[config.mk]
export PLATFORM = sky130hd
export DESIGN_NAME = rv32i_instruction_decoder_top_flat
export DESIGN_NICKNAME = d
export VERILOG_FILES = /design/src/rtl/core/rvdec_pkg.sv /design/src/rtl/core/rvdec_if.sv /design/src/rtl/core/rvdec_decode.sv /design/src/rtl/core/rv32i_instruction_decoder_top.sv /design/src/flat_wrapper.sv
export SDC_FILE = /design/constraint.sdc
export NUM_CORES = 1
export LEC_CHECK = 0
export ABC_AREA = 1
export ABC_CLOCK_PERIOD_IN_PS = 4500
export BUFFER_PORTS_ARGS = -buffer_cell sky130_fd_sc_hd__buf_2
export CAP_MARGIN = 15
export CORE_MARGIN = 2
export CORE_UTILIZATION = 39
export DETAILED_ROUTE_END_ITERATION = 10
export MAX_ROUTING_LAYER = met4
export SLEW_MARGIN = 0
export SYNTH_ARGS = -nofsm -noshare
export SYNTH_HDL_FRONTEND = slang
export SYNTH_HIERARCHICAL = 1
export SYNTH_SLANG_ARGS = --single-unit
[constraint.sdc]
create_clock -name clk -period 4.5 [get_ports clk]
set_input_delay 0.45 -clock clk [delete_from_list [all_inputs] [get_ports clk]]
set_output_delay 0.45 -clock clk [all_outputs]
set_load 0.01 [all_outputs]
[src/rtl/core/rvdec_pkg.sv]
package rvdec_pkg;

  // Major opcodes, instr[6:0]
  localparam logic [6:0] OPC_LOAD   = 7'h03;
  localparam logic [6:0] OPC_OPIMM  = 7'h13;
  localparam logic [6:0] OPC_AUIPC  = 7'h17;
  localparam logic [6:0] OPC_STORE  = 7'h23;
  localparam logic [6:0] OPC_OP     = 7'h33;
  localparam logic [6:0] OPC_LUI    = 7'h37;
  localparam logic [6:0] OPC_BRANCH = 7'h63;
  localparam logic [6:0] OPC_JALR   = 7'h67;
  localparam logic [6:0] OPC_JAL    = 7'h6F;
  localparam logic [6:0] OPC_SYSTEM = 7'h73;

  localparam logic [6:0] F7_ZERO = 7'h00;
  localparam logic [6:0] F7_ALT  = 7'h20;

  // funct3 codes
  localparam logic [2:0] F3_0 = 3'd0;
  localparam logic [2:0] F3_1 = 3'd1;
  localparam logic [2:0] F3_2 = 3'd2;
  localparam logic [2:0] F3_3 = 3'd3;
  localparam logic [2:0] F3_4 = 3'd4;
  localparam logic [2:0] F3_5 = 3'd5;
  localparam logic [2:0] F3_6 = 3'd6;
  localparam logic [2:0] F3_7 = 3'd7;

  // SYSTEM immediates
  localparam logic [11:0] SYS_ECALL  = 12'd0;
  localparam logic [11:0] SYS_EBREAK = 12'd1;

  // Format classes
  localparam logic [2:0] FMT_I   = 3'd0;
  localparam logic [2:0] FMT_R   = 3'd1;
  localparam logic [2:0] FMT_S   = 3'd2;
  localparam logic [2:0] FMT_U   = 3'd3;
  localparam logic [2:0] FMT_B   = 3'd4;
  localparam logic [2:0] FMT_J   = 3'd5;
  localparam logic [2:0] FMT_UNK = 3'd6;

  // Dense operation numbers
  localparam logic [5:0] OP_LUI    = 6'd0;
  localparam logic [5:0] OP_AUIPC  = 6'd1;
  localparam logic [5:0] OP_JAL    = 6'd2;
  localparam logic [5:0] OP_JALR   = 6'd3;
  localparam logic [5:0] OP_BEQ    = 6'd4;
  localparam logic [5:0] OP_BNE    = 6'd5;
  localparam logic [5:0] OP_BLT    = 6'd6;
  localparam logic [5:0] OP_BGE    = 6'd7;
  localparam logic [5:0] OP_BLTU   = 6'd8;
  localparam logic [5:0] OP_BGEU   = 6'd9;
  localparam logic [5:0] OP_LB     = 6'd10;
  localparam logic [5:0] OP_LH     = 6'd11;
  localparam logic [5:0] OP_LW     = 6'd12;
  localparam logic [5:0] OP_LBU    = 6'd13;
  localparam logic [5:0] OP_LHU    = 6'd14;
  localparam logic [5:0] OP_SB     = 6'd15;
  localparam logic [5:0] OP_SH     = 6'd16;
  localparam logic [5:0] OP_SW     = 6'd17;
  localparam logic [5:0] OP_ADDI   = 6'd18;
  localparam logic [5:0] OP_SLTI   = 6'd19;
  localparam logic [5:0] OP_SLTIU  = 6'd20;
  localparam logic [5:0] OP_XORI   = 6'd21;
  localparam logic [5:0] OP_ORI    = 6'd22;
  localparam logic [5:0] OP_ANDI   = 6'd23;
  localparam logic [5:0] OP_SLLI   = 6'd24;
  localparam logic [5:0] OP_SRLI   = 6'd25;
  localparam logic [5:0] OP_SRAI   = 6'd26;
  localparam logic [5:0] OP_ADD    = 6'd27;
  localparam logic [5:0] OP_SUB    = 6'd28;
  localparam logic [5:0] OP_SLL    = 6'd29;
  localparam logic [5:0] OP_SLT    = 6'd30;
  localparam logic [5:0] OP_SLTU   = 6'd31;
  localparam logic [5:0] OP_XOR    = 6'd32;
  localparam logic [5:0] OP_SRL    = 6'd33;
  localparam logic [5:0] OP_SRA    = 6'd34;
  localparam logic [5:0] OP_OR     = 6'd35;
  localparam logic [5:0] OP_AND    = 6'd36;
  localparam logic [5:0] OP_ECALL  = 6'd37;
  localparam logic [5:0] OP_EBREAK = 6'd38;
  localparam logic [5:0] OP_SYSNOP = 6'd39;

  typedef struct packed {
    logic [2:0]         format_class;
    logic [5:0]         operation;
    logic [4:0]         dest_reg;
    logic [4:0]         src1_reg;
    logic [4:0]         src2_reg;
    logic signed [31:0] immediate;
    logic               illegal;
  } dec_t;

endpackage

[src/rtl/core/rvdec_if.sv]
interface rvdec_in_if;
  logic        valid;
  logic        ready;
  logic [31:0] instruction;

  modport source (output valid, output instruction, input ready);
  modport sink   (input valid, input instruction, output ready);
endinterface

interface rvdec_out_if;
  logic               valid;
  logic               ready;
  logic [2:0]         format_class;
  logic [5:0]         operation;
  logic [4:0]         dest_reg;
  logic [4:0]         src1_reg;
  logic [4:0]         src2_reg;
  logic signed [31:0] immediate;
  logic               illegal;

  modport source (output valid, output format_class, output operation, output dest_reg,
                  output src1_reg, output src2_reg, output immediate, output illegal,
                  input ready);
  modport sink   (input valid, input format_class, input operation, input dest_reg,
                  input src1_reg, input src2_reg, input immediate, input illegal,
                  output ready);
endinterface

[src/rtl/core/rvdec_decode.sv]
module rvdec_decode
  import rvdec_pkg::*;
(
  input  logic [31:0] word,
  output dec_t        dec
);

  logic [6:0]  opc;
  logic [4:0]  rd;
  logic [2:0]  f3;
  logic [4:0]  rs1;
  logic [4:0]  rs2;
  logic [6:0]  f7;
  logic [31:0] iimm;
  logic [5:0]  op;
  logic        bad;

  assign opc  = word[6:0];
  assign rd   = word[11:7];
  assign f3   = word[14:12];
  assign rs1  = word[19:15];
  assign rs2  = word[24:20];
  assign f7   = word[31:25];
  assign iimm = {{20{word[31]}}, word[31:20]};

  always_comb begin
    dec.format_class = FMT_UNK;
    dec.dest_reg     = 5'd0;
    dec.src1_reg     = 5'd0;
    dec.src2_reg     = 5'd0;
    dec.immediate    = 32'sd0;
    op               = OP_LUI;
    bad              = 1'b0;

    case (opc)
      OPC_LOAD: begin
        dec.format_class = FMT_I;
        dec.dest_reg     = rd;
        dec.src1_reg     = rs1;
        dec.immediate    = iimm;
        case (f3)
          F3_0:    op = OP_LB;
          F3_1:    op = OP_LH;
          F3_2:    op = OP_LW;
          F3_4:    op = OP_LBU;
          F3_5:    op = OP_LHU;
          default: bad = 1'b1;
        endcase
      end
      OPC_OPIMM: begin
        dec.format_class = FMT_I;
        dec.dest_reg     = rd;
        dec.src1_reg     = rs1;
        dec.immediate    = iimm;
        case (f3)
          F3_0: op = OP_ADDI;
          F3_2: op = OP_SLTI;
          F3_3: op = OP_SLTIU;
          F3_4: op = OP_XORI;
          F3_6: op = OP_ORI;
          F3_7: op = OP_ANDI;
          F3_1: begin
            // shift amount, zero-extended
            dec.immediate = {27'd0, rs2};
            if (f7 == F7_ZERO) op = OP_SLLI;
            else               bad = 1'b1;
          end
          default: begin
            dec.immediate = {27'd0, rs2};
            if (f7 == F7_ZERO)     op = OP_SRLI;
            else if (f7 == F7_ALT) op = OP_SRAI;
            else                   bad = 1'b1;
          end
        endcase
      end
      OPC_JALR: begin
        dec.format_class = FMT_I;
        dec.dest_reg     = rd;
        dec.src1_reg     = rs1;
        dec.immediate    = iimm;
        if (f3 == F3_0) op = OP_JALR;
        else            bad = 1'b1;
      end
      OPC_SYSTEM: begin
        dec.format_class = FMT_I;
        dec.dest_reg     = rd;
        dec.src1_reg     = rs1;
        dec.immediate    = iimm;
        if (word[31:20] == SYS_ECALL)       op = OP_ECALL;
        else if (word[31:20] == SYS_EBREAK) op = OP_EBREAK;
        else                                op = OP_SYSNOP;
      end
      OPC_OP: begin
        dec.format_class = FMT_R;
        dec.dest_reg     = rd;
        dec.src1_reg     = rs1;
        dec.src2_reg     = rs2;
        if (f7 == F7_ZERO) begin
          case (f3)
            F3_0:    op = OP_ADD;
            F3_1:    op = OP_SLL;
            F3_2:    op = OP_SLT;
            F3_3:    op = OP_SLTU;
            F3_4:    op = OP_XOR;
            F3_5:    op = OP_SRL;
            F3_6:    op = OP_OR;
            default: op = OP_AND;
          endcase
        end else if (f7 == F7_ALT && f3 == F3_0) begin
          op = OP_SUB;
        end else if (f7 == F7_ALT && f3 == F3_5) begin
          op = OP_SRA;
        end else begin
          bad = 1'b1;
        end
      end
      OPC_STORE: begin
        dec.format_class = FMT_S;
        dec.src1_reg     = rs1;
        dec.src2_reg     = rs2;
        dec.immediate    = {{20{word[31]}}, word[31:25], word[11:7]};
        case (f3)
          F3_0:    op = OP_SB;
          F3_1:    op = OP_SH;
          F3_2:    op = OP_SW;
          default: bad = 1'b1;
        endcase
      end
      OPC_LUI, OPC_AUIPC: begin
        dec.format_class = FMT_U;
        dec.dest_reg     = rd;
        dec.immediate    = {word[31:12], 12'd0};
        op               = (opc == OPC_LUI) ? OP_LUI : OP_AUIPC;
      end
      OPC_BRANCH: begin
        dec.format_class = FMT_B;
        dec.src1_reg     = rs1;
        dec.src2_reg     = rs2;
        dec.immediate    = {{19{word[31]}}, word[31], word[7], word[30:25],
                            word[11:8], 1'b0};
        case (f3)
          F3_0:    op = OP_BEQ;
          F3_1:    op = OP_BNE;
          F3_4:    op = OP_BLT;
          F3_5:    op = OP_BGE;
          F3_6:    op = OP_BLTU;
          F3_7:    op = OP_BGEU;
          default: bad = 1'b1;
        endcase
      end
      OPC_JAL: begin
        dec.format_class = FMT_J;
        dec.dest_reg     = rd;
        dec.immediate    = {{11{word[31]}}, word[31], word[19:12], word[20],
                            word[30:21], 1'b0};
        op               = OP_JAL;
      end
      default: begin
        bad = 1'b1;
      end
    endcase

    // drop the operation number on an illegal word
    dec.operation = bad ? OP_LUI : op;
    dec.illegal   = bad;
  end

endmodule

[src/rtl/core/rv32i_instruction_decoder_top.sv]
// Channel   Modport  Word contents
// --------  -------  ---------------------------------------------------------
// in_chan   sink     instruction[31:0]
// out_chan  source   format_class, operation, dest_reg, src1_reg, src2_reg,
//                    immediate (signed), illegal
//
// On acceptance the word is captured in an input register, decoded by one
// level of combinational logic and held in the result register. One word is
// accepted every cycle while results drain.
// rst_n (synchronous, active low) empties both stages; payload is not reset.
// A stall on out_chan holds the result register and back-pressures the input
// stage through the ready chain; nothing is dropped or repeated.
module rv32i_instruction_decoder_top
  import rvdec_pkg::*;
(
  input  logic        clk,
  input  logic        rst_n,
  rvdec_in_if.sink    in_chan,
  rvdec_out_if.source out_chan
);

  // Input stage
  logic        s1_valid_r;
  logic        s1_valid_nxt;
  logic [31:0] s1_word_r;
  logic        s1_ready;

  // Result stage
  logic        s2_valid_r;
  logic        s2_valid_nxt;
  dec_t        s2_dec_r;
  logic        s2_ready;

  dec_t        dec;

  // A stage takes a new word when it is empty or its contents move on
  assign s2_ready       = !s2_valid_r || out_chan.ready;
  assign s1_ready       = !s1_valid_r || s2_ready;
  assign in_chan.ready  = s1_ready;

  always_comb begin
    s1_valid_nxt = s1_valid_r;
    if (s1_ready) s1_valid_nxt = in_chan.valid;
    s2_valid_nxt = s2_valid_r;
    if (s2_ready) s2_valid_nxt = s1_valid_r;
  end

  always_ff @(posedge clk) begin
    if (!rst_n) begin
      s1_valid_r <= 1'b0;
      s2_valid_r <= 1'b0;
    end else begin
      s1_valid_r <= s1_valid_nxt;
      s2_valid_r <= s2_valid_nxt;
    end
  end

  // Capture the incoming word
  always_ff @(posedge clk) begin
    if (s1_ready && in_chan.valid) s1_word_r <= in_chan.instruction;
  end

  rvdec_decode u_decode (
    .word (s1_word_r),
    .dec  (dec)
  );

  // Advance the decoded word into the result register
  always_ff @(posedge clk) begin
    if (s2_ready && s1_valid_r) s2_dec_r <= dec;
  end

  assign out_chan.valid        = s2_valid_r;
  assign out_chan.format_class = s2_dec_r.format_class;
  assign out_chan.operation    = s2_dec_r.operation;
  assign out_chan.dest_reg     = s2_dec_r.dest_reg;
  assign out_chan.src1_reg     = s2_dec_r.src1_reg;
  assign out_chan.src2_reg     = s2_dec_r.src2_reg;
  assign out_chan.immediate    = s2_dec_r.immediate;
  assign out_chan.illegal      = s2_dec_r.illegal;

endmodule
[src/flat_wrapper.sv]
// flat-port wrapper written by rule: the top's interface ports become plain ports
module rv32i_instruction_decoder_top_flat import rvdec_pkg::*;
  (clk, rst_n, in_chan_valid, in_chan_instruction, in_chan_ready, out_chan_valid, out_chan_format_class, out_chan_operation, out_chan_dest_reg, out_chan_src1_reg, out_chan_src2_reg, out_chan_immediate, out_chan_illegal, out_chan_ready);
  rvdec_in_if in_chan_i ();
  rvdec_out_if out_chan_i ();
  input  logic clk;
  input  logic rst_n;
  input wire logic [$bits(in_chan_i.valid)-1:0] in_chan_valid;
  input wire logic [$bits(in_chan_i.instruction)-1:0] in_chan_instruction;
  output wire logic [$bits(in_chan_i.ready)-1:0] in_chan_ready;
  output wire logic [$bits(out_chan_i.valid)-1:0] out_chan_valid;
  output wire logic [$bits(out_chan_i.format_class)-1:0] out_chan_format_class;
  output wire logic [$bits(out_chan_i.operation)-1:0] out_chan_operation;
  output wire logic [$bits(out_chan_i.dest_reg)-1:0] out_chan_dest_reg;
  output wire logic [$bits(out_chan_i.src1_reg)-1:0] out_chan_src1_reg;
  output wire logic [$bits(out_chan_i.src2_reg)-1:0] out_chan_src2_reg;
  output wire logic [$bits(out_chan_i.immediate)-1:0] out_chan_immediate;
  output wire logic [$bits(out_chan_i.illegal)-1:0] out_chan_illegal;
  input wire logic [$bits(out_chan_i.ready)-1:0] out_chan_ready;
  assign in_chan_i.valid = in_chan_valid;
  assign in_chan_i.instruction = in_chan_instruction;
  assign in_chan_ready = in_chan_i.ready;
  assign out_chan_valid = out_chan_i.valid;
  assign out_chan_format_class = out_chan_i.format_class;
  assign out_chan_operation = out_chan_i.operation;
  assign out_chan_dest_reg = out_chan_i.dest_reg;
  assign out_chan_src1_reg = out_chan_i.src1_reg;
  assign out_chan_src2_reg = out_chan_i.src2_reg;
  assign out_chan_immediate = out_chan_i.immediate;
  assign out_chan_illegal = out_chan_i.illegal;
  assign out_chan_i.ready = out_chan_ready;
  rv32i_instruction_decoder_top u_core (.clk(clk), .rst_n(rst_n), .in_chan(in_chan_i), .out_chan(out_chan_i));
endmodule
### Word level (Yosys, flattened, before mapping)

Index checks and enable logic that the tools add are counted.

* bits of input ports: 36
* output and inout port bits: 59
* word-level logic and storage cells: 82
* bits in registers: 91

* eq/ne operators: 19
* multiplexer cells: 31
* reduce and logical (&&, ||, !) cells: 22

Operators by type and width (number)
* case mux 32 bit (6 select lines): 1
* case mux 6 bit (9 select lines): 1
* case mux 6 bit (7 select lines): 1
* case mux 5 bit (7 select lines): 1
* two-way mux 32 bit: 1
* == test 7 x 6 -> 1 bit, second input constant: 4
* == test 7 bit, second input constant: 4
* case mux 4 bit (6 select lines): 1
* case mux 4 bit (5 select lines): 1
* two-way mux 6 bit: 3
* case mux 3 bit (6 select lines): 1
* two-way mux 5 bit: 3
* case mux 5 bit (3 select lines): 1
* == test 7 x 5 -> 1 bit, second input constant: 2
* == test 12 x 1 -> 1 bit, second input constant: 1
* == test 3 bit, second input constant: 4
* zero test 12 bit: 1
* two-way mux 1 bit: 12
* OR reduction 6 bit: 2
* OR reduction 3 bit: 3
* OR reduction 4 bit: 2
* OR reduction 8 bit: 1
* == test 7 x 2 -> 1 bit, second input constant: 1
* zero test 7 bit: 1
* 12 further kinds: 19

### Logic depth before layout (Yosys ltp)

Gate-level depths: netlist of run 1.

* depth in word-level cells: 6
* gate-level depth with buffers: 10
* gate-level depth less buffers: 10

### Hierarchy

Netlist of run 1, hierarchy kept.

By module, submodules not included
* rv32i_instruction_decoder_top: seq. area each 2712.6 um^2, area each 2767.7 um^2, cells each 102, instances 1
* rvdec_decode: seq. area each 0.0 um^2, area each 1620.3 um^2, cells each 342, instances 1

### Worst setup path before layout of run 1

OpenSTA, ideal clock, no wires.

* path kind: input-to-reg
* start point: in out_chan_ready
* end point: reg u_core.s2_dec_r (netlist bit u_core/out_chan.dest_reg[0]) (enable)
* cell stages on the path: 2
* setup slack: 0.723 ns
* data required time: 4.009 ns
* arrival: 3.286 ns
* library setup time: 0.491 ns
* path buffers: 0
* cells stage by stage: inv_1 -> a21oi_1

* cells in the longest elaborated chain, start to end: 2

RTL lines
* from (decl): line flat_wrapper.sv:19 `input wire logic [$bits(out_chan_i.ready)-1:0] out_chan_ready;`
* logical OR 1 bit: line rv32i_instruction_decoder_top.sv:37 `assign s2_ready = !s2_valid_r || out_chan.ready;`
* logical AND 1 bit: line rv32i_instruction_decoder_top.sv:70 `if (s2_ready && s1_valid_r) s2_dec_r <= dec;`
* to (signal assigned): line rv32i_instruction_decoder_top.sv:70
* to (decl): line rv32i_instruction_decoder_top.sv:31 `dec_t s2_dec_r;`

Every way passes these cells.
A chain may end at the register's enable or synchronous reset.

==> impl_metrics.env, run 1 <==
export IMPL_rows=38
export IMPL_min_path_type="in2reg"
export IMPL_syn_num_nets=480
export IMPL_period_share_pct=57.1
export IMPL_wirelength_um=10200
export IMPL_drive_above_1_share_pct=26.7
export IMPL_drv_slew=0
export IMPL_grt_total_usage_pct=18.1
export IMPL_die_w_um=110
export IMPL_synthesis_area_um2=4390
export IMPL_grt_overflow=0
export IMPL_yosysWarnings=6
export IMPL_drt_iter0_drc=303
export IMPL_routed_via_density=4.93
export IMPL_num_antenna_cells=0
export IMPL_io_pins=95
export IMPL_start_util_pct=40.3
export IMPL_peakVddDrop_uv=126
export IMPL_design_area_um2=5130
export IMPL_drv_cap=0
export IMPL_ys_types=29
export IMPL_gp_congestion=0.925
export IMPL_path_clk_slew_ns=0.09
export IMPL_num_vias=3352
export IMPL_clock_latency_ns=0.36
export IMPL_syn2layout_area_growth_pct=16.9
export IMPL_dpl_hpwl_um=7450
export IMPL_hold_violations=0
export IMPL_power_density_nw_per_um2=320
export IMPL_required_ns=4.69
export IMPL_p_clk_share_pct=31.9
export IMPL_slew_headroom_pct=43.0
export IMPL_placed_cells=665
export IMPL_place_ws_ns=1.98
export IMPL_power_mw=1.64
export IMPL_coreArea_um2=10900
export IMPL_drc=0
export IMPL_min_path_cells=1
export IMPL_grt_max_degree=43
export IMPL_seqPwrFrac_pct=60.4
export IMPL_endpoint_kind="flip-flop"
export IMPL_antenna_found_initial=0
export IMPL_drt_first_pass_iters=5
export IMPL_fin_util_pct=47.1
export IMPL_power_internal_mw=1.26
export IMPL_arrival_ns=2.76
export IMPL_max_freq_mhz=389
export IMPL_hold_slack_ns=0.254
export IMPL_pwr_share_comb_pct=7.7
export IMPL_rsz0062_at_grt="false"
export IMPL_stdcell_count=680
export IMPL_setup_viol=0
export IMPL_setup_tns_ns=0
export IMPL_seq_area_frac_synth_pct=61.8
export IMPL_post_cts_buffers=0
export IMPL_cellLeakagePower_nw=2.45
export IMPL_switching_share_pct=23.4
export IMPL_place_area_um2=4950
export IMPL_cts_made_buffers=9
export IMPL_grt_pass1_wl_um=15900
export IMPL_ant_nets=0
export IMPL_setup_ws_ns=1.93
export IMPL_synth_cells=444
export IMPL_period_needed_ns=2.57
export IMPL_die_area_um2=12100
export IMPL_cts_max_path_buffers=2
export IMPL_netSwitchingPower_uw=384
export IMPL_h_tree_depth=3
export IMPL_reg2reg_depth=5
export IMPL_layout_nets=572
export IMPL_portBuffers=94
export IMPL_cts_tree="done"
export IMPL_crit_path_start_kind="flip-flop"
export IMPL_status="completed"
export IMPL_clk_root_buffer_cell="clkbuf_8"
export IMPL_ctsHoldBuffers=0
export IMPL_wl_per_cell_um=15.0
export IMPL_syn_area_per_cell_um2=9.88
export IMPL_first_global_vias=3096
export IMPL_worst_path_max_fanout=21
export IMPL_tightest_slew_ns=0.853
export IMPL_clock_skew_ns=0.0119
export IMPL_clkSinkCount=91
export IMPL_fill_cells=1044
export IMPL_die_height_um=110
export IMPL_critPathKind="reg2reg"
export IMPL_ys_seq_elements=91
export IMPL_cts_resized=0
cell families after synthesis:
| group | share of synthesized area (%) |
|---|---|
| buffers and inverters | 6.53 |
| AO/OA/AOI/OAI | 4.85 |
| AND/OR/NAND/NOR | 26.8 |
| flip-flops | 61.8 |
area by class of cell:
cell class,count,area [um2],share of cell area [%]
flip-flops and latches,91,2710,52.9
inverters,47,176,3.44
clock inverters,6,57.6,1.12
multi-input cells,291,1400,27.3
repair buffers,96,485,9.46
well taps,140,175,3.41
clock buffers,9,124,2.41
metal layers:
metal | part of all wire, % | routed length, um | global-route usage [%]
met1 | 47 | 4770 | 24.6
met2 | 46 | 4740 | 26.8
met3 | 5.5 | 559 | 3.70
met4 | 1.5 | 155 | 6.96
met5 | 0 | 0 | -
path summary, 6_finish.rpt:
check / start / end / slack, ns
worst min register to register: u_core/s1_valid_r / u_core/s1_valid_r / 0.51
worst min-delay path: in_chan_instruction[3] / u_core/s1_word_r[3] / 0.25
worst max-delay path: u_core/s1_word_r[6] / u_core/out_chan.immediate[12] / 1.93
worst max register to register: u_core/s1_word_r[6] / u_core/out_chan.immediate[12] / 1.93
Yosys cell counts:
library cell	number	share of area, %
buf_6	5	1.3
nand2_2	8	1.1
nor2_8	2	0.91
buf_2	7	0.80
o21ai_0	5	0.57
o21ai_2	1	0.20
inv_2	8	0.68
inv_1	38	3.3
nand4_1	5	0.71
nand2_4	2	0.51
edfxtp_1	89	61
nand3b_1	2	0.34
nor2_1	74	6.3
buf_4	2	0.34
o211ai_1	2	0.34
nand3_2	2	0.46
nand3_4	1	0.40
dfxtp_1	2	0.91
nor2_2	5	0.71
o21ai_1	1	0.11
nand3_1	63	7.2
clkinv_1	1	0.085
a21oi_2	1	0.20
nand2_1	80	6.8
nor2_4	3	0.77
a21oi_1	30	3.4
nor3_1	3	0.34
buf_1	1	0.085
and2_1	1	0.14
cells in the final DEF (no fill, tap or decap):
| cell | count |
|---|---|
| a21oi_1 | 29 |
| a21oi_2 | 1 |
| a21oi_4 | 1 |
| and2_1 | 1 |
| buf_2 | 94 |
| buf_4 | 2 |
| bufinv_16 | 1 |
| clkbuf_8 | 9 |
| clkinv_1 | 2 |
| clkinv_2 | 3 |
| clkinv_4 | 1 |
| dfxtp_1 | 2 |
| edfxtp_1 | 89 |
| inv_1 | 38 |
| inv_2 | 8 |
| nand2_1 | 80 |
| nand2_2 | 8 |
| nand2_4 | 2 |
| nand3_1 | 63 |
| nand3_2 | 2 |
| nand3_4 | 1 |
| nand3b_1 | 2 |
| nand4_1 | 5 |
| nor2_1 | 74 |
| nor2_2 | 5 |
| nor2_4 | 3 |
| nor2_8 | 2 |
| nor3_1 | 3 |
| o211ai_1 | 2 |
| o21ai_0 | 5 |
| o21ai_1 | 1 |
| o21ai_2 | 1 |
power groups by stage:
stage,clock [mW],sequential (mW),combinational [mW]
finish,0.523,0.992,0.127
global route,0.569,0.997,0.143
CTS,0.540,0.992,0.128
detailed placement,0,1.01,0.127
global placement,0,1.01,0.126
floorplan,0,1.01,0.0741
worst max-delay path, cell delays in order, from the launching register on:
cell and delay [ns]:
edfxtp_1 0.46, nor2_1 0.16, nand2_1 0.08, nor2_1 0.56, nand3_1 0.81, nand3_1 0.31
(Power assumes the default switching activity.)
==> inputs of run 2 (changes only) <==
- ABC_CLOCK_PERIOD_IN_PS: 4500 -> 2520
- clock period: 4.5 -> 2.52 ns (I/O delays scaled with it)
==> run 2 against run 1 <==
Net effect:
- flip-flop and latch count unchanged
- via count increased by 0.33%
- final cell count increased by 0.29%
- highest routed layer unchanged
- sequential share of layout area unchanged
- register-to-register slack got worse by 1.7 ns
- non-clock buffer count increased by 1
- clock-buffer cell count increased by 4
- cell area unchanged
- critical path depth unchanged
==> impl_metrics.env, run 2 (synthesis results as in run 1) <==
export IMPL_rows=38
export IMPL_num_antenna_cells=0
export IMPL_period_needed_ns=2.25
export IMPL_grt_max_degree=58
export IMPL_drt_first_pass_iters=4
export IMPL_cp_common_cell="nor2_1"
export IMPL_cts_made_buffers=9
export IMPL_post_cts_buffers=0
export IMPL_cpPeakStageDelay_ns=0.57
export IMPL_layout_nets=573
export IMPL_required_ns=2.72
export IMPL_max_freq_mhz=444
export IMPL_num_vias=3363
export IMPL_dpl_hpwl_um=7440
export IMPL_hold_violations=0
export IMPL_reg2reg_from="u_core/s1_word_r[6]"
export IMPL_period_share_pct=89.4
export IMPL_antenna_found_initial=0
export IMPL_worst_path_max_delay_cell="nor2_1"
export IMPL_start_util_pct=40.3
export IMPL_clk_root_buffer_cell="clkbuf_8"
export IMPL_slew_headroom_pct=51.0
export IMPL_placed_cells=666
export IMPL_drv_slew=0
export IMPL_cts_tree="done"
export IMPL_clkSinkCount=91
export IMPL_drv_cap=0
export IMPL_wirelength_um=10300
export IMPL_drt_iter0_drc=312
export IMPL_cts_max_path_buffers=2
export IMPL_crit_start="u_core/s1_word_r[6]"
export IMPL_syn2layout_area_growth_pct=16.9
export IMPL_layout_commonest_cell="buf_2"
export IMPL_stdcell_count=682
export IMPL_status="completed"
export IMPL_setup_viol=0
export IMPL_gp_congestion=0.861
export IMPL_setup_ws_ns=0.268
export IMPL_final_cell_mix="buf_2 (94), edfxtp_1 (89), nand2_1 (80)"
export IMPL_min_path_type="in2reg"
export IMPL_clock_latency_ns=0.36
export IMPL_drive_above_1_share_pct=26.6
export IMPL_arrival_ns=2.46
export IMPL_h_tree_depth=3
export IMPL_grt_pass1_wl_um=16000
export IMPL_crit_path_start_kind="flip-flop"
export IMPL_crit_chain="nor2_1 -> nand2_1 -> nor2_1 -> nand3_2 -> nand3_1"
export IMPL_place_ws_ns=0.0136
export IMPL_path_clk_slew_ns=0.08
export IMPL_worst_path_max_fanout=21
export IMPL_portBuffers=94
export IMPL_drc=0
export IMPL_setup_tns_ns=0
export IMPL_ant_nets=0
export IMPL_grt_total_usage_pct=18.2
export IMPL_tightest_slew_ns=0.732
export IMPL_die_w_um=110
export IMPL_io_pins=95
export IMPL_min_delay_start="in_chan_instruction[16]"
export IMPL_fill_cells=1048
export IMPL_clock_skew_ns=0.00893
export IMPL_wl_met1_um=4630
export IMPL_grt_overflow=0
export IMPL_peakVddDrop_uv=303
export IMPL_power_density_nw_per_um2=553
export IMPL_cellLeakagePower_nw=2.44
export IMPL_wl_per_cell_um=15.1
export IMPL_routed_top_layer="met4"
export IMPL_first_global_vias=3161
export IMPL_critPathKind="reg2reg"
export IMPL_power_mw=2.84
export IMPL_endpoint_kind="flip-flop"
export IMPL_die_area_um2=12100
export IMPL_route_met2_wl_um=4890
export IMPL_coreArea_um2=10900
export IMPL_routed_via_density=4.93
export IMPL_die_height_um=110
export IMPL_route_met3_wl_um=582
export IMPL_rsz0062_at_grt="false"
## run 2: cell types whose count changed in the layout (fill, tap and decap cells not counted), sizes merged
cell / previous run / this run
clkinv: 6 / 3
buf: 96 / 97
bufinv: 1 / 0
clkbuf: 9 / 13
clkinvlp: 0 / 1
## run 2: final timing paths
check / endpoint / slack [ns] / cells after the start
max: u_core/out_chan.immediate[28] / 0.27 / 5
min: u_core/s1_word_r[16] / 0.06 / 1
max reg2reg: u_core/out_chan.immediate[28] / 0.27 / 5
min reg2reg: u_core/s1_valid_r / 0.51 / 2
## run 2: report_power, final
group          internal (mW)  switching, mW
Clock                  0.357          0.480
Combinational         0.0762          0.157
Sequential              1.73         0.0400
Total                   2.16          0.678
## run 2: worst max-delay path, delay by kind of cell (launching register included)
kind             cells  cell delay, ns
flip-flops           1            0.46
AND/OR/NAND/NOR      5            1.64
## run 2: what timing repair did
item / in CTS / in global routing
endpoints found under the hold margin: 0 / 0
gates resized for setup: 0 / 1
endpoints found under the setup margin: 0 / 21
hold buffers: 0 / 0
## run 2: final cells by class
| cell class | instances | area [um2] | area share, % |
|---|---|---|---|
| flip-flops and latches | 91 | 2710 | 52.9 |
| clock buffers | 13 | 139 | 2.71 |
| multi-input cells | 291 | 1410 | 27.4 |
| inverters | 47 | 176 | 3.44 |
| clock inverters | 3 | 17.5 | 0.341 |
| repair buffers | 97 | 505 | 9.85 |
| well taps | 140 | 175 | 3.41 |
## run 2: metal layers
metal | GRT usage (%) | vias to the layer above
met5 | - | -
met2 | 27.3 | 100
li1 | - | 1679
met3 | 3.00 | 16
met1 | 24.4 | 1568
met4 | 7.96 | 0
## run 2: per-stage QoR
stage,utilization [%],cell area (um2),hold slack [ns]
6_report,47.1,5130,0.0608
2_1_floorplan,-,4390,0.351
5_1_grt,47.1,5130,0.0402
4_1_cts,47.1,5130,0.0465
3_5_place_dp,45.6,4970,0.431
3_3_place_gp,45.6,4970,0.430
==> inputs of run 3 (changes only) <==
- ABC_AREA: 1 -> unset
==> run 3 against run 2 <==
Net effect:
- die area decreased by 5.9%
- total power rose by 8.4%
- clock power up 19%
- critical path type unchanged
- wire length fell by 8.1%
==> impl_metrics.env, run 3 <==
export IMPL_status="completed"
export IMPL_clock_latency_ns=0.36
export IMPL_arrival_ns=2.50
export IMPL_cellLeakagePower_nw=2.06
export IMPL_yosys_top_cells_count="edfxtp_1 (89), a21o_1 (23), and2_1 (22)"
export IMPL_clock_skew_ns=0.0101
export IMPL_layout_nets=459
export IMPL_design_area_um2=5050
export IMPL_p_clk_share_pct=32.4
export IMPL_first_global_vias=2808
export IMPL_regArea_um2=2710
export IMPL_synth_top_area_share_pct=64.9
export IMPL_routed_via_density=5.27
export IMPL_wl_per_cell_um=16.8
export IMPL_place_ws_ns=0.187
export IMPL_drt_first_pass_iters=5
export IMPL_die_area_um2=11400
export IMPL_setup_viol=0
export IMPL_syn_area_per_cell_um2=12.9
export IMPL_rows=37
export IMPL_min_path_type="in2reg"
export IMPL_num_antenna_cells=0
export IMPL_multi_input_area_um2=1330
export IMPL_worst_path_max_fanout=5
export IMPL_fill_cells=945
export IMPL_die_height_um=107
export IMPL_syn2layout_area_growth_pct=22.6
export IMPL_period_needed_ns=2.39
export IMPL_cts_made_buffers=9
export IMPL_min_path_cells=1
export IMPL_reg2reg_setup_slack_ns=0.13
export IMPL_cts_tree="done"
export IMPL_placed_cells=548
export IMPL_dpl_hpwl_um=6530
export IMPL_num_vias=2974
export IMPL_endpoint_kind="flip-flop"
export IMPL_power_internal_mw=2.33
export IMPL_yosys_area_top_type="edfxtp_1"
export IMPL_path_clk_slew_ns=0.09
export IMPL_max_freq_mhz=418
export IMPL_fin_util_pct=49.1
export IMPL_peakVddDrop_uv=285
export IMPL_gp_congestion=0.892
export IMPL_seqPwrFrac_pct=58.3
export IMPL_pwr_share_comb_pct=9.3
export IMPL_cp_top_family="simple AND/OR/NAND/NOR gates"
export IMPL_setup_ws_ns=0.126
export IMPL_ys_seq_elements=91
export IMPL_die_w_um=107
export IMPL_antenna_found_initial=0
export IMPL_stdcell_count=564
export IMPL_ctsHoldBuffers=0
export IMPL_min_delay_start="in_chan_instruction[1]"
export IMPL_clk_root_buffer_cell="clkbuf_8"
export IMPL_synthTopCellsByArea="edfxtp_1 (65%), a21o_1 (4.2%), and2_1 (3.3%), a21oi_1 (1.7%), nor2_1 (1.6%)"
export IMPL_tightest_slew_ns=0.831
export IMPL_crit_path_start_kind="flip-flop"
export IMPL_drive_above_1_share_pct=32.5
export IMPL_drt_iter0_drc=278
export IMPL_required_ns=2.62
export IMPL_place_area_um2=4850
export IMPL_power_mw=3.08
export IMPL_setup_tns_ns=0
export IMPL_coreArea_um2=10300
export IMPL_drc=0
export IMPL_final_cell_mix="buf_2 (94), edfxtp_1 (89), a21o_1 (23)"
export IMPL_yosysWarnings=6
export IMPL_netSwitchingPower_uw=747
export IMPL_cts_max_path_buffers=2
export IMPL_reg2reg_depth=5
export IMPL_io_pins=95
export IMPL_synth_edff_count=89
export IMPL_grt_total_usage_pct=17.6
export IMPL_grt_overflow=0
export IMPL_crit_chain="or4_4 -> or3_4 -> nor4b_2 -> o22ai_1 -> or4_1"
export IMPL_period_share_pct=95.0
export IMPL_reg2reg_to="u_core/out_chan.operation[1]"
export IMPL_power_density_nw_per_um2=610
export IMPL_ys_types=57
export IMPL_post_cts_buffers=0
export IMPL_synthesis_area_um2=4120
export IMPL_h_tree_depth=3
export IMPL_ys_async_sr_fraction_pct=0
export IMPL_drv_cap=0
export IMPL_slew_headroom_pct=44.5
export IMPL_syn_num_nets=355
export IMPL_layout_commonest_cell="buf_2"
export IMPL_min_to="u_core/s1_word_r[1]"
export IMPL_wirelength_um=9470
export IMPL_grt_max_degree=58
export IMPL_grt_pass1_wl_um=14800
export IMPL_worst_path_max_delay_cell="or4_4"
export IMPL_synth_top_flop_cell="edfxtp_1"
export IMPL_hold_violations=0
export IMPL_hold_slack_ns=0.0560
export IMPL_cts_resized=0
export IMPL_crit_buf_inv=0
export IMPL_reg2reg_from="u_core/s1_word_r[29]"
export IMPL_portBuffers=94
export IMPL_critPathKind="reg2reg"
export IMPL_yosys_cell_count_top_type="edfxtp_1"
export IMPL_cpPeakStageDelay_ns=0.56
export IMPL_rsz0062_at_grt="false"
export IMPL_synth_cells=319
export IMPL_switching_share_pct=24.3
export IMPL_clkSinkCount=91
export IMPL_start_util_pct=40.1
export IMPL_seq_area_frac_synth_pct=65.9
export IMPL_ant_nets=0
export IMPL_drv_slew=0
run 3: changes by cell type in the layout (fill, tap and decap cells not counted), sizes merged, moves of 17 or more:
cell / change
nand3: -54
nand2: -76
a21oi: -17
and2: +21
a21o: +23
nor2: -66
inv: -39
run 3: cell families (layout without fill, tap and decap cells):
group                     Yosys count  after routing  share of synthesized area [%]
AOI/OAI and AO/OA                  88             88                           15.2
xor gates and xnor gates            1              1                          0.213
buffers and inverters              25            134                           2.40
DFF                                91             91                           65.9
muxes                               1              1                          0.243
and+or+nand+nor                   113            113                           16.1
run 3: worst max path at each step:
stage / startpoint / endpoint / cells past startpoint
3_3_place_gp: u_core/s1_word_r[29] / u_core/out_chan.operation[1] / 5
6_report: u_core/s1_word_r[29] / u_core/out_chan.operation[1] / 5
4_1_cts: u_core/s1_word_r[29] / u_core/out_chan.operation[1] / 5
3_5_place_dp: u_core/s1_word_r[29] / u_core/out_chan.operation[1] / 5
2_1_floorplan: u_core/out_chan.valid / u_core/out_chan.dest_reg[0] / 2
5_1_grt: u_core/s1_word_r[29] / u_core/out_chan.operation[1] / 5
run 3: cell type report:
cell class                      count  share of cell area [%]
Clock buffer                       10                    2.53
Clock inverter                      6                    1.41
Timing Repair Buffer              112                    12.2
Multi-Input combinational cell    203                    26.3
Sequential cell                    91                    53.7
Inverter                            6                   0.446
Tap cell                          136                    3.37
run 3: per-layer routing:
metal | track usage, % | wire length (um) | part of all wire (%)
met1 | 24.4 | 4370 | 46
met2 | 26.3 | 4400 | 46
met3 | 2.67 | 566 | 6.0
met4 | 6.86 | 140 | 1.5
met5 | - | 0 | 0
run 3: power by group through the flow:
stage	Combinational (mW)	Sequential, mW	Clock, mW
after floorplan	0.137	1.84	0
after global placement	0.284	1.83	0
after detailed placement	0.286	1.83	0
after CTS	0.287	1.79	1.02
after global routing	0.317	1.80	1.08
final	0.286	1.79	0.998
